File: src/hdl/printable_varint_codec_assert.svh
// Assertion helpers for the printable varint codec.
`ifndef PRINTABLE_VARINT_CODEC_ASSERT_SVH
`define PRINTABLE_VARINT_CODEC_ASSERT_SVH

// Same-cycle implication, disabled while reset is asserted.
`define PVC_ASSERT_NOW(label, clk, rst_n, ante, cons) \
  label: assert property (@(posedge clk) disable iff (!rst_n) (ante) |-> (cons)) \
    else $error("pvc assertion failed");

// Next-cycle implication, disabled while reset is asserted.
`define PVC_ASSERT_NEXT(label, clk, rst_n, ante, cons) \
  label: assert property (@(posedge clk) disable iff (!rst_n) (ante) |=> (cons)) \
    else $error("pvc assertion failed");

`endif

File: src/hdl/pvc_pkg.sv
package pvc_pkg;

  localparam int VALUE_WIDTH_DEF = 32;

  localparam logic [7:0] TERMINATOR = 8'd96;
  localparam logic [7:0] POS_BASE   = 8'd64;
  localparam logic [7:0] NEG_BASE   = 8'd32;
  localparam logic [7:0] DIGIT_BASE = 8'd32;

  localparam logic CMD_ENCODE = 1'b0;
  localparam logic CMD_DECODE = 1'b1;

  // Outcome of one decoded byte.
  typedef struct packed {
    logic emit;          // byte produces a result transaction
    logic value_valid;   // result carries a completed value
    logic format_error;  // result reports a rejected byte
  } dec_res_t;

endpackage

File: src/hdl/printable_varint_codec.sv
// Printable varint codec.
// Input channel (in_valid/in_ready): in_command selects encode (in_value_in)
// or decode of one byte (in_byte_in). Result channel (out_valid/out_ready)
// carries one byte, a decoded value or a format error per transaction;
// out_last marks the final result of an input transaction.
// Encode: the value is latched and negated if needed in the accept cycle,
// then a shared magnitude shifter peels off 5 and then 6 bits per cycle,
// one byte per cycle while the receiver is ready: 1 to 7 bytes at a
// 32-bit width; no new input is taken until the terminator is loaded.
// Decode: one byte per cycle while the receiver is not stalled; a lead or
// digit byte yields no result, a terminator yields the value, an out-of-range
// byte or one digit too many yields a format error and clears the decoder.
// A decode result appears in the cycle after acceptance (output register);
// an encode first enters S_ENC_LEAD, which then loads the first byte there.
// Reset (synchronous, rst_n low) clears the sequencer, the output valid flag
// and the decoder state. A stalled receiver holds the output register and
// the sequencer; no new input is taken until the register can be reloaded.
`include "printable_varint_codec_assert.svh"

module printable_varint_codec #(
  parameter int VALUE_WIDTH = pvc_pkg::VALUE_WIDTH_DEF
) (
  input  logic               clk,
  input  logic               rst_n,
  input  logic               in_valid,
  output logic               in_ready,
  input  logic               in_command,
  input  logic signed [31:0] in_value_in,
  input  logic [7:0]         in_byte_in,
  output logic               out_valid,
  input  logic               out_ready,
  output logic [7:0]         out_byte_out,
  output logic               out_byte_valid,
  output logic signed [31:0] out_value_out,
  output logic               out_value_valid,
  output logic               out_format_error,
  output logic               out_last
);

  typedef enum logic [1:0] {S_IDLE, S_ENC_LEAD, S_ENC_DIGIT} state_t;

  state_t                 state_r, state_nxt;
  logic [VALUE_WIDTH-1:0] mag_r, mag_nxt;
  logic                   neg_r, neg_nxt;

  logic              out_valid_r, out_valid_nxt;
  logic [7:0]        byte_r, byte_nxt;
  logic              byte_valid_r, byte_valid_nxt;
  logic signed [31:0] value_r, value_nxt;
  logic              value_valid_r, value_valid_nxt;
  logic              fmt_err_r, fmt_err_nxt;
  logic              last_r, last_nxt;

  logic                      load_ok;
  logic                      in_fire;
  logic                      dec_step;
  logic signed [VALUE_WIDTH-1:0] enc_v;
  logic signed [VALUE_WIDTH-1:0] dec_value_s;
  logic [VALUE_WIDTH-1:0]    dec_value;
  pvc_pkg::dec_res_t         dec_res;

  // Output register is free now or frees up at this edge.
  assign load_ok  = !out_valid_r || out_ready;
  assign in_ready = (state_r == S_IDLE) && load_ok;
  assign in_fire  = in_valid && in_ready;
  assign dec_step = in_fire && (in_command == pvc_pkg::CMD_DECODE);

  assign enc_v       = VALUE_WIDTH'(in_value_in);
  assign dec_value_s = dec_value;

  pvc_dec #(
    .VALUE_WIDTH(VALUE_WIDTH)
  ) u_dec (
    .clk    (clk),
    .rst_n  (rst_n),
    .step   (dec_step),
    .byte_in(in_byte_in),
    .res    (dec_res),
    .value  (dec_value)
  );

  always_comb begin
    state_nxt       = state_r;
    mag_nxt         = mag_r;
    neg_nxt         = neg_r;
    out_valid_nxt   = out_valid_r;
    byte_nxt        = byte_r;
    byte_valid_nxt  = byte_valid_r;
    value_nxt       = value_r;
    value_valid_nxt = value_valid_r;
    fmt_err_nxt     = fmt_err_r;
    last_nxt        = last_r;

    // drop the result once taken
    if (out_valid_r && out_ready) begin
      out_valid_nxt = 1'b0;
    end

    unique case (state_r)
      S_IDLE: begin
        if (in_fire) begin
          if (in_command == pvc_pkg::CMD_ENCODE) begin
            // latch sign and magnitude for the shifter
            neg_nxt   = enc_v[VALUE_WIDTH-1];
            mag_nxt   = enc_v[VALUE_WIDTH-1] ? (~enc_v + 1'b1) : enc_v;
            state_nxt = S_ENC_LEAD;
          end else if (dec_res.emit) begin
            out_valid_nxt   = 1'b1;
            byte_nxt        = '0;
            byte_valid_nxt  = 1'b0;
            value_nxt       = 32'(dec_value_s);
            value_valid_nxt = dec_res.value_valid;
            fmt_err_nxt     = dec_res.format_error;
            last_nxt        = 1'b1;
          end
        end
      end
      S_ENC_LEAD: begin
        if (load_ok) begin
          out_valid_nxt   = 1'b1;
          byte_valid_nxt  = 1'b1;
          value_nxt       = '0;
          value_valid_nxt = 1'b0;
          fmt_err_nxt     = 1'b0;
          if (mag_r == '0) begin
            // zero is the terminator alone
            byte_nxt  = pvc_pkg::TERMINATOR;
            last_nxt  = 1'b1;
            state_nxt = S_IDLE;
          end else begin
            byte_nxt  = (neg_r ? pvc_pkg::NEG_BASE : pvc_pkg::POS_BASE) + 8'(mag_r[4:0]);
            last_nxt  = 1'b0;
            mag_nxt   = mag_r >> 5;
            state_nxt = S_ENC_DIGIT;
          end
        end
      end
      S_ENC_DIGIT: begin
        if (load_ok) begin
          out_valid_nxt   = 1'b1;
          byte_valid_nxt  = 1'b1;
          value_nxt       = '0;
          value_valid_nxt = 1'b0;
          fmt_err_nxt     = 1'b0;
          if (mag_r != '0) begin
            // advance one 6-bit digit
            byte_nxt = pvc_pkg::DIGIT_BASE + 8'(mag_r[5:0]);
            last_nxt = 1'b0;
            mag_nxt  = mag_r >> 6;
          end else begin
            byte_nxt  = pvc_pkg::TERMINATOR;
            last_nxt  = 1'b1;
            state_nxt = S_IDLE;
          end
        end
      end
      default: begin
        state_nxt = S_IDLE;
      end
    endcase
  end

  always_ff @(posedge clk) begin
    if (!rst_n) begin
      state_r     <= S_IDLE;
      out_valid_r <= 1'b0;
    end else begin
      state_r     <= state_nxt;
      out_valid_r <= out_valid_nxt;
    end
    mag_r         <= mag_nxt;
    neg_r         <= neg_nxt;
    byte_r        <= byte_nxt;
    byte_valid_r  <= byte_valid_nxt;
    value_r       <= value_nxt;
    value_valid_r <= value_valid_nxt;
    fmt_err_r     <= fmt_err_nxt;
    last_r        <= last_nxt;
  end

  assign out_valid        = out_valid_r;
  assign out_byte_out     = byte_r;
  assign out_byte_valid   = byte_valid_r;
  assign out_value_out    = value_r;
  assign out_value_valid  = value_valid_r;
  assign out_format_error = fmt_err_r;
  assign out_last         = last_r;

  `PVC_ASSERT_NOW(a_busy_blocks_input, clk, rst_n, state_r != S_IDLE, !in_ready)
  `PVC_ASSERT_NEXT(a_encode_starts, clk, rst_n,
    in_fire && in_command == pvc_pkg::CMD_ENCODE, state_r == S_ENC_LEAD)
  `PVC_ASSERT_NOW(a_byte_excludes_value, clk, rst_n, out_valid && out_byte_valid,
    !out_value_valid && !out_format_error)
  `PVC_ASSERT_NOW(a_terminator_is_last, clk, rst_n, out_valid && out_byte_valid,
    out_last == (out_byte_out == pvc_pkg::TERMINATOR))

endmodule

File: src/hdl/pvc_dec.sv
module pvc_dec #(
  parameter int VALUE_WIDTH = pvc_pkg::VALUE_WIDTH_DEF
) (
  input  logic                   clk,
  input  logic                   rst_n,
  input  logic                   step,
  input  logic [7:0]             byte_in,
  output pvc_pkg::dec_res_t      res,
  output logic [VALUE_WIDTH-1:0] value
);

  localparam int DigitLimit = (VALUE_WIDTH + 1) / 6;
  localparam int DPW        = $clog2(DigitLimit + 1);
  localparam int ShMax      = 5 + 6 * ((1 << DPW) - 1);
  localparam int SAW        = $clog2(ShMax + 1);

  logic [VALUE_WIDTH-1:0] acc_r, acc_nxt;
  logic [DPW-1:0]         pos_r, pos_nxt;
  logic                   neg_r, neg_nxt;
  logic                   in_num_r, in_num_nxt;

  logic [5:0]             digit;
  logic [SAW-1:0]         sh;
  logic [VALUE_WIDTH-1:0] weight;

  assign digit  = 6'(byte_in - pvc_pkg::DIGIT_BASE);
  assign sh     = SAW'(5) + SAW'({pos_r, 2'b00}) + SAW'({pos_r, 1'b0});
  assign weight = VALUE_WIDTH'(digit) << sh;

  always_comb begin
    acc_nxt    = acc_r;
    pos_nxt    = pos_r;
    neg_nxt    = neg_r;
    in_num_nxt = in_num_r;
    res        = '0;
    value      = '0;
    if (byte_in < pvc_pkg::DIGIT_BASE || byte_in > pvc_pkg::TERMINATOR) begin
      res.emit = 1'b1;
      res.format_error = 1'b1;
      acc_nxt = '0; pos_nxt = '0; neg_nxt = 1'b0; in_num_nxt = 1'b0;
    end else if (byte_in == pvc_pkg::TERMINATOR) begin
      res.emit = 1'b1;
      res.value_valid = 1'b1;
      if (in_num_r) begin
        value = neg_r ? (~acc_r + 1'b1) : acc_r;
      end
      acc_nxt = '0; pos_nxt = '0; neg_nxt = 1'b0; in_num_nxt = 1'b0;
    end else if (!in_num_r) begin
      // lead byte: sign and low five magnitude bits
      neg_nxt    = byte_in < pvc_pkg::POS_BASE;
      acc_nxt    = VALUE_WIDTH'(byte_in[4:0]);
      pos_nxt    = '0;
      in_num_nxt = 1'b1;
    end else if (pos_r >= DPW'(DigitLimit)) begin
      res.emit = 1'b1;
      res.format_error = 1'b1;
      acc_nxt = '0; pos_nxt = '0; neg_nxt = 1'b0; in_num_nxt = 1'b0;
    end else begin
      acc_nxt = acc_r + weight;
      pos_nxt = pos_r + 1'b1;
    end
  end

  always_ff @(posedge clk) begin
    if (!rst_n) begin
      acc_r    <= '0;
      pos_r    <= '0;
      neg_r    <= 1'b0;
      in_num_r <= 1'b0;
    end else if (step) begin
      acc_r    <= acc_nxt;
      pos_r    <= pos_nxt;
      neg_r    <= neg_nxt;
      in_num_r <= in_num_nxt;
    end
  end

endmodule
File: config.mk
export PLATFORM = sky130hd
export DESIGN_NAME = printable_varint_codec
export DESIGN_NICKNAME = d
export VERILOG_FILES = /design/src/hdl/pvc_pkg.sv /design/src/hdl/printable_varint_codec.sv /design/src/hdl/pvc_dec.sv
export VERILOG_INCLUDE_DIRS = /design/src /design/src/hdl
export SDC_FILE = /design/constraint.sdc
export NUM_CORES = 1
export LEC_CHECK = 0
export ABC_CLOCK_PERIOD_IN_PS = 5300
export CORE_MARGIN = 2
export CORE_UTILIZATION = 65
export CTS_BUF_LIST = sky130_fd_sc_hd__clkbuf_4 sky130_fd_sc_hd__clkbuf_8
export CTS_CLUSTER_DIAMETER = 30
export DETAILED_ROUTE_END_ITERATION = 8
export DONT_BUFFER_PORTS = 1
export HOLD_SLACK_MARGIN = 0.08
export PLACE_DENSITY = 0.88
export SLEW_MARGIN = 20
export SYNTH_ARGS = -nofsm -noshare
export SYNTH_HDL_FRONTEND = slang
export SYNTH_SLANG_ARGS = --single-unit
File: constraint.sdc
create_clock -name clk -period 5.3 [get_ports clk]
set_clock_uncertainty 0.05 [all_clocks]
set_input_delay 0.265 -clock clk [delete_from_list [all_inputs] [get_ports clk]]
set_output_delay 0.265 -clock clk [all_outputs]
set_load 0.005 [all_outputs]
==> impl_table.tex <==
\begin{tabular}{lr}
\hline
Metric & Value \\
\hline
\multicolumn{2}{l}{\textbf{Run status}} \\
Outcome & complete, no violations \\
\multicolumn{2}{l}{\textbf{Routing}} \\
Via count normalized by instance count & 6.90 \\
Post-Route WL & 23900 um \\
Detailed-routing iteration count for the pre-antenna-repair pass & 7 \\
Final ANT Viol Nets & 0 \\
Routed via count & 7778 \\
Post-route DRC violation count & 0 \\
Met1 wire length & 9190 um \\
Total length of routed met2 wires & 11400 um \\
Uppermost layer routed & met4 \\
Met3 wirelength from detailed routing & 2470 um \\
Wire length per cell & 21.2 um \\
Iteration-0 DRC Markers & 1284 \\
\multicolumn{2}{l}{\textbf{Critical path}} \\
Arrival time of the worst setup path & 4.71 ns \\
Setup Crit Path Kind & reg2reg \\
Kind of end point of the critical path & register \\
Data required time of the critical path & around 5.6 ns \\
CP max FO & 8 \\
Standard cell with the maximum stage delay on the critical path & sky130\_fd\_sc\_hd\_\_ha\_1 \\
CP startpoint & u\_dec.pos\_r[1] \\
Cell repeated most along the worst path & sky130\_fd\_sc\_hd\_\_ha\_1 \\
Crit path largest cell delay & 0.39 ns \\
Bufs and invs on worst path & 3 \\
CP top delay family & compound AO/OA/AOI/OAI gates \\
Startpoint types & register \\
Startpoint of the worst register-to-register path & u\_dec.pos\_r[1] \\
Cell Chain, Critical Path & inv\_1, ha\_1, inv\_1, ha\_1, ha\_1, nor3\_1, buf\_4, nand2\_1, nor2\_1, a22oi\_1, o21ai\_0, ha\_1, a21oi\_1, o21ai\_0, nor4b\_1, a211oi\_1, a41oi\_1, xnor2\_1, o21ai\_0 \\
\multicolumn{2}{l}{\textbf{Clocking}} \\
Count of buffers added by post-CTS timing repair for setup & 0 \\
Clock Tree Buf Depth & 2 \\
Clock transition time at the flip-flop clock pins of the worst setup and hold paths & 0.07 ns \\
Clock tree from TritonCTS & yes \\
CTS Root Buffer Type & sky130\_fd\_sc\_hd\_\_clkbuf\_8 \\
Clock insertion delay at the later pin of the skew report & 0.45 ns \\
Number of clock buffers inserted by TritonCTS & 17 \\
Clock Sinks & 116 \\
H-Tree Level Count & 4 \\
\multicolumn{2}{l}{\textbf{Worst hold path}} \\
Startpoint of the tightest hold check path & in\_byte\_in[3] \\
Min-Delay Path Class & in2reg \\
\multicolumn{2}{l}{\textbf{Logic synthesis}} \\
Mean Syn Cell Area & around 9 um2 \\
Most frequent cells after synthesis & 88 x sky130\_fd\_sc\_hd\_\_nand2\_1, 86 x sky130\_fd\_sc\_hd\_\_nor2\_1, 76 x sky130\_fd\_sc\_hd\_\_edfxtp\_1 \\
Number of flops mapped to enable cells by yosys & 76 \\
Asr flop ratio synth & 0 \\
Synthesis-stage register bit count & 116 \\
Sequential element share of the synthesized area & 0.376 \\
Top post-synthesis cells by area & sky130\_fd\_sc\_hd\_\_edfxtp\_1 28\%, sky130\_fd\_sc\_hd\_\_dfxtp\_1 9.8\%, sky130\_fd\_sc\_hd\_\_xor2\_1 7.6\% \\
Area leader, netlist & sky130\_fd\_sc\_hd\_\_edfxtp\_1 \\
Most used flip-flop cell after synthesis & sky130\_fd\_sc\_hd\_\_edfxtp\_1 \\
Number of warnings printed during yosys synthesis & 0 \\
Post-Syn Nets & around 1000 \\
Number of instances in the synthesized netlist & $\sim$930 \\
Post-synthesis instance area & 8210 um2 \\
Count of distinct cell types in the synthesized netlist & 61 \\
Area share of the largest cell type after synthesis & 0.278 \\
Cell with the most instances after synthesis & sky130\_fd\_sc\_hd\_\_nand2\_1 \\
\multicolumn{2}{l}{\textbf{Global routing}} \\
GR Overflow Total & 0 \\
Wire length of the first global-routing pass & around 37000 um \\
Initial antenna violation count & 1 \\
GRT Total Usage & 0.353 \\
Vias in the first global route & 7054 \\
Maximum number of pins on one net before global-route repair & 57 \\
\multicolumn{2}{l}{\textbf{STA}} \\
Final Hold Fails & 0 \\
Final Max Slew Viols & 0 \\
Final critical delay including setup and external delays & 4.45 ns \\
RSZ-0062 raised after global routing & false \\
Final setup vio count & 0 \\
Post-route fraction of the period consumed by the critical path & 0.840 \\
Peak clock frequency supported by timing & around 0.22 GHz \\
Final-layout setup total negative slack & 0 ns \\
Worst rel slew slack & 0.213 \\
Pin slew with the least headroom to its limit & approximately 1.2 ns \\
\multicolumn{2}{l}{\textbf{Power and ir drop}} \\
Power density over the cells & 245 nW/um2 \\
Switching power of the nets & 670 uW \\
VDD IR max & $\sim$0.17 mV \\
Sequential cell fraction of total power & 0.503 \\
Fraction of power consumed by the clock network & 0.353 \\
Switching part of the total power & 0.304 \\
Static leakage & between 3 and 4 nW \\
Logic pwr share & 0.145 \\
Internal Pwr Total & $\sim$1.5 mW \\
\multicolumn{2}{l}{\textbf{Place}} \\
Routability congestion estimate from global placement & 0.963 \\
Port buffer count & 0 \\
Inst Count DP & roughly 1100 \\
Detailed-placement wirelength estimate & between 15000 and 20000 um \\
\multicolumn{2}{l}{\textbf{Finish}} \\
Number of cells in the finished layout apart from fillers & 1127 \\
Post-Route Utilization & 0.722 \\
Area grow syn2layout & 9.62\% \\
Fraction of layout cells with a size suffix above 1 & 0.0524 \\
Filler cells & 899 \\
Final-stage net count & 1032 \\
\multicolumn{2}{l}{\textbf{Floorplanning}} \\
Number of top-level design ports & about 90 \\
CORE AREA & 12500 um2 \\
Width of the chip & roughly 120 um \\
Initial Util & 0.658 \\
Die H & around 120 um \\
Total number of placement rows & 41 \\
Total die area & 13500 um2 \\
\multicolumn{2}{l}{\textbf{Flow run}} \\
Number of max-cap violations & 0 \\
\hline
\end{tabular}
-- worst paths after layout --
kind                          end  slack (ns)  cells after the start
hold / removal    out_value_valid         0.1                      2
hold reg to reg    u_dec.acc_r[9]        0.48                      2
setup reg to reg  u_dec.acc_r[31]        0.85                     19
setup / recovery  u_dec.acc_r[31]        0.85                     19
-- placed cells by master, fill, tap and decap left out, drive strengths merged, types with 30 or more instances in the layout --
cell | synthesis | layout
nand2 | 88 | 88
ha | 44 | 44
dfxtp | 40 | 40
nor2 | 86 | 86
edfxtp | 76 | 76
o21ai | 57 | 57
dlygate4sd3 | 0 | 33
xor2 | 71 | 71
a221oi | 30 | 30
a21oi | 71 | 71
inv | 32 | 36
-- logic make-up (layout without fill, tap and decap cells) --
| kind of cell | count (synthesis) | count (layout) | synth area share |
|---|---|---|---|
| AOI/OAI and AO/OA | 268 | 268 | 0.219 |
| xor gates and xnor gates | 86 | 86 | 0.0918 |
| adders and majority gates | 45 | 45 | 0.0695 |
| buffers and inverters | 79 | 102 | 0.0366 |
| DFF | 116 | 116 | 0.376 |
| muxes | 9 | 9 | 0.0111 |
| other | 1 | 2 | 0.000457 |
| and+or+nand+nor | 327 | 327 | 0.196 |
-- sequential cells by signal, summed over array words and instances (netlist names), 2 cells and up --
register and cells:
state_r 2, out_value_out 32, u_dec.acc_r 32, u_dec.pos_r 3
out_byte_out 7, mag_r 32
-- per-layer routing --
layer / up-vias / GRT usage
li1: 3501 / -
met1: 3621 / 0.450
met2: 558 / 0.581
met3: 98 / 0.0799
met4: 0 / 0.148
met5: - / 0
-- worst reg2reg max path, stage by stage, from the launching register on --
cell and delay [ns]:
sky130_fd_sc_hd__dfxtp_1 0.38, sky130_fd_sc_hd__inv_1 0.11, sky130_fd_sc_hd__ha_1 0.36, sky130_fd_sc_hd__inv_1 0.06
sky130_fd_sc_hd__ha_1 0.17, sky130_fd_sc_hd__ha_1 0.32, sky130_fd_sc_hd__nor3_1 0.21, sky130_fd_sc_hd__buf_4 0.18
sky130_fd_sc_hd__nand2_1 0.08, sky130_fd_sc_hd__nor2_1 0.23, sky130_fd_sc_hd__a22oi_1 0.10, sky130_fd_sc_hd__o21ai_0 0.24
sky130_fd_sc_hd__ha_1 0.39, sky130_fd_sc_hd__a21oi_1 0.26, sky130_fd_sc_hd__o21ai_0 0.21, sky130_fd_sc_hd__nor4b_1 0.35
sky130_fd_sc_hd__a211oi_1 0.14, sky130_fd_sc_hd__a41oi_1 0.28, sky130_fd_sc_hd__xnor2_1 0.14, sky130_fd_sc_hd__o21ai_0 0.08
-- power by group through the flow --
stage	Clock (mW)	Sequential, mW	Combinational (mW)
finish	0.778	1.11	0.319
detailed placement	0	1.12	0.273
global route	0.809	1.11	0.342
global placement	0	1.12	0.266
floorplan	0	1.10	0.220
CTS	0.774	1.10	0.301
-- layout make-up --
| type | count | area (um2) | area share |
|---|---|---|---|
| clock inverter | 14 | 130 | 0.0145 |
| tap | 172 | 215 | 0.0239 |
| sequential | 116 | 3080 | 0.343 |
| multi-input combinational | 736 | 4840 | 0.538 |
| timing repair buffer | 39 | 375 | 0.0417 |
| clock buffer | 17 | 234 | 0.0260 |
| inverter | 32 | 120 | 0.0133 |
| antenna | 1 | 2.50 | 0.000278 |
-- metrics by stage --
stage	area [um2]	hold WS, ns	total power, mW	setup WS [ns]
after floorplan	8210	0.314	1.32	1.14
after global placement	8300	0.316	1.38	1.11
after detailed placement	8300	0.316	1.39	0.881
after CTS	8990	0.0800	2.18	0.877
after global routing	9000	0.102	2.26	0.408
final	9000	0.0998	2.21	0.848
-- timing repair --
| item | CTS | global route |
|---|---|---|
| hold buffers | 33 | 0 |
| gates resized for setup | 0 | 0 |
| setup endpoints to repair | 0 | 0 |
| hold endpoints to repair | 44 | 0 |
Note: power is estimated with default switching activity, not from simulation.
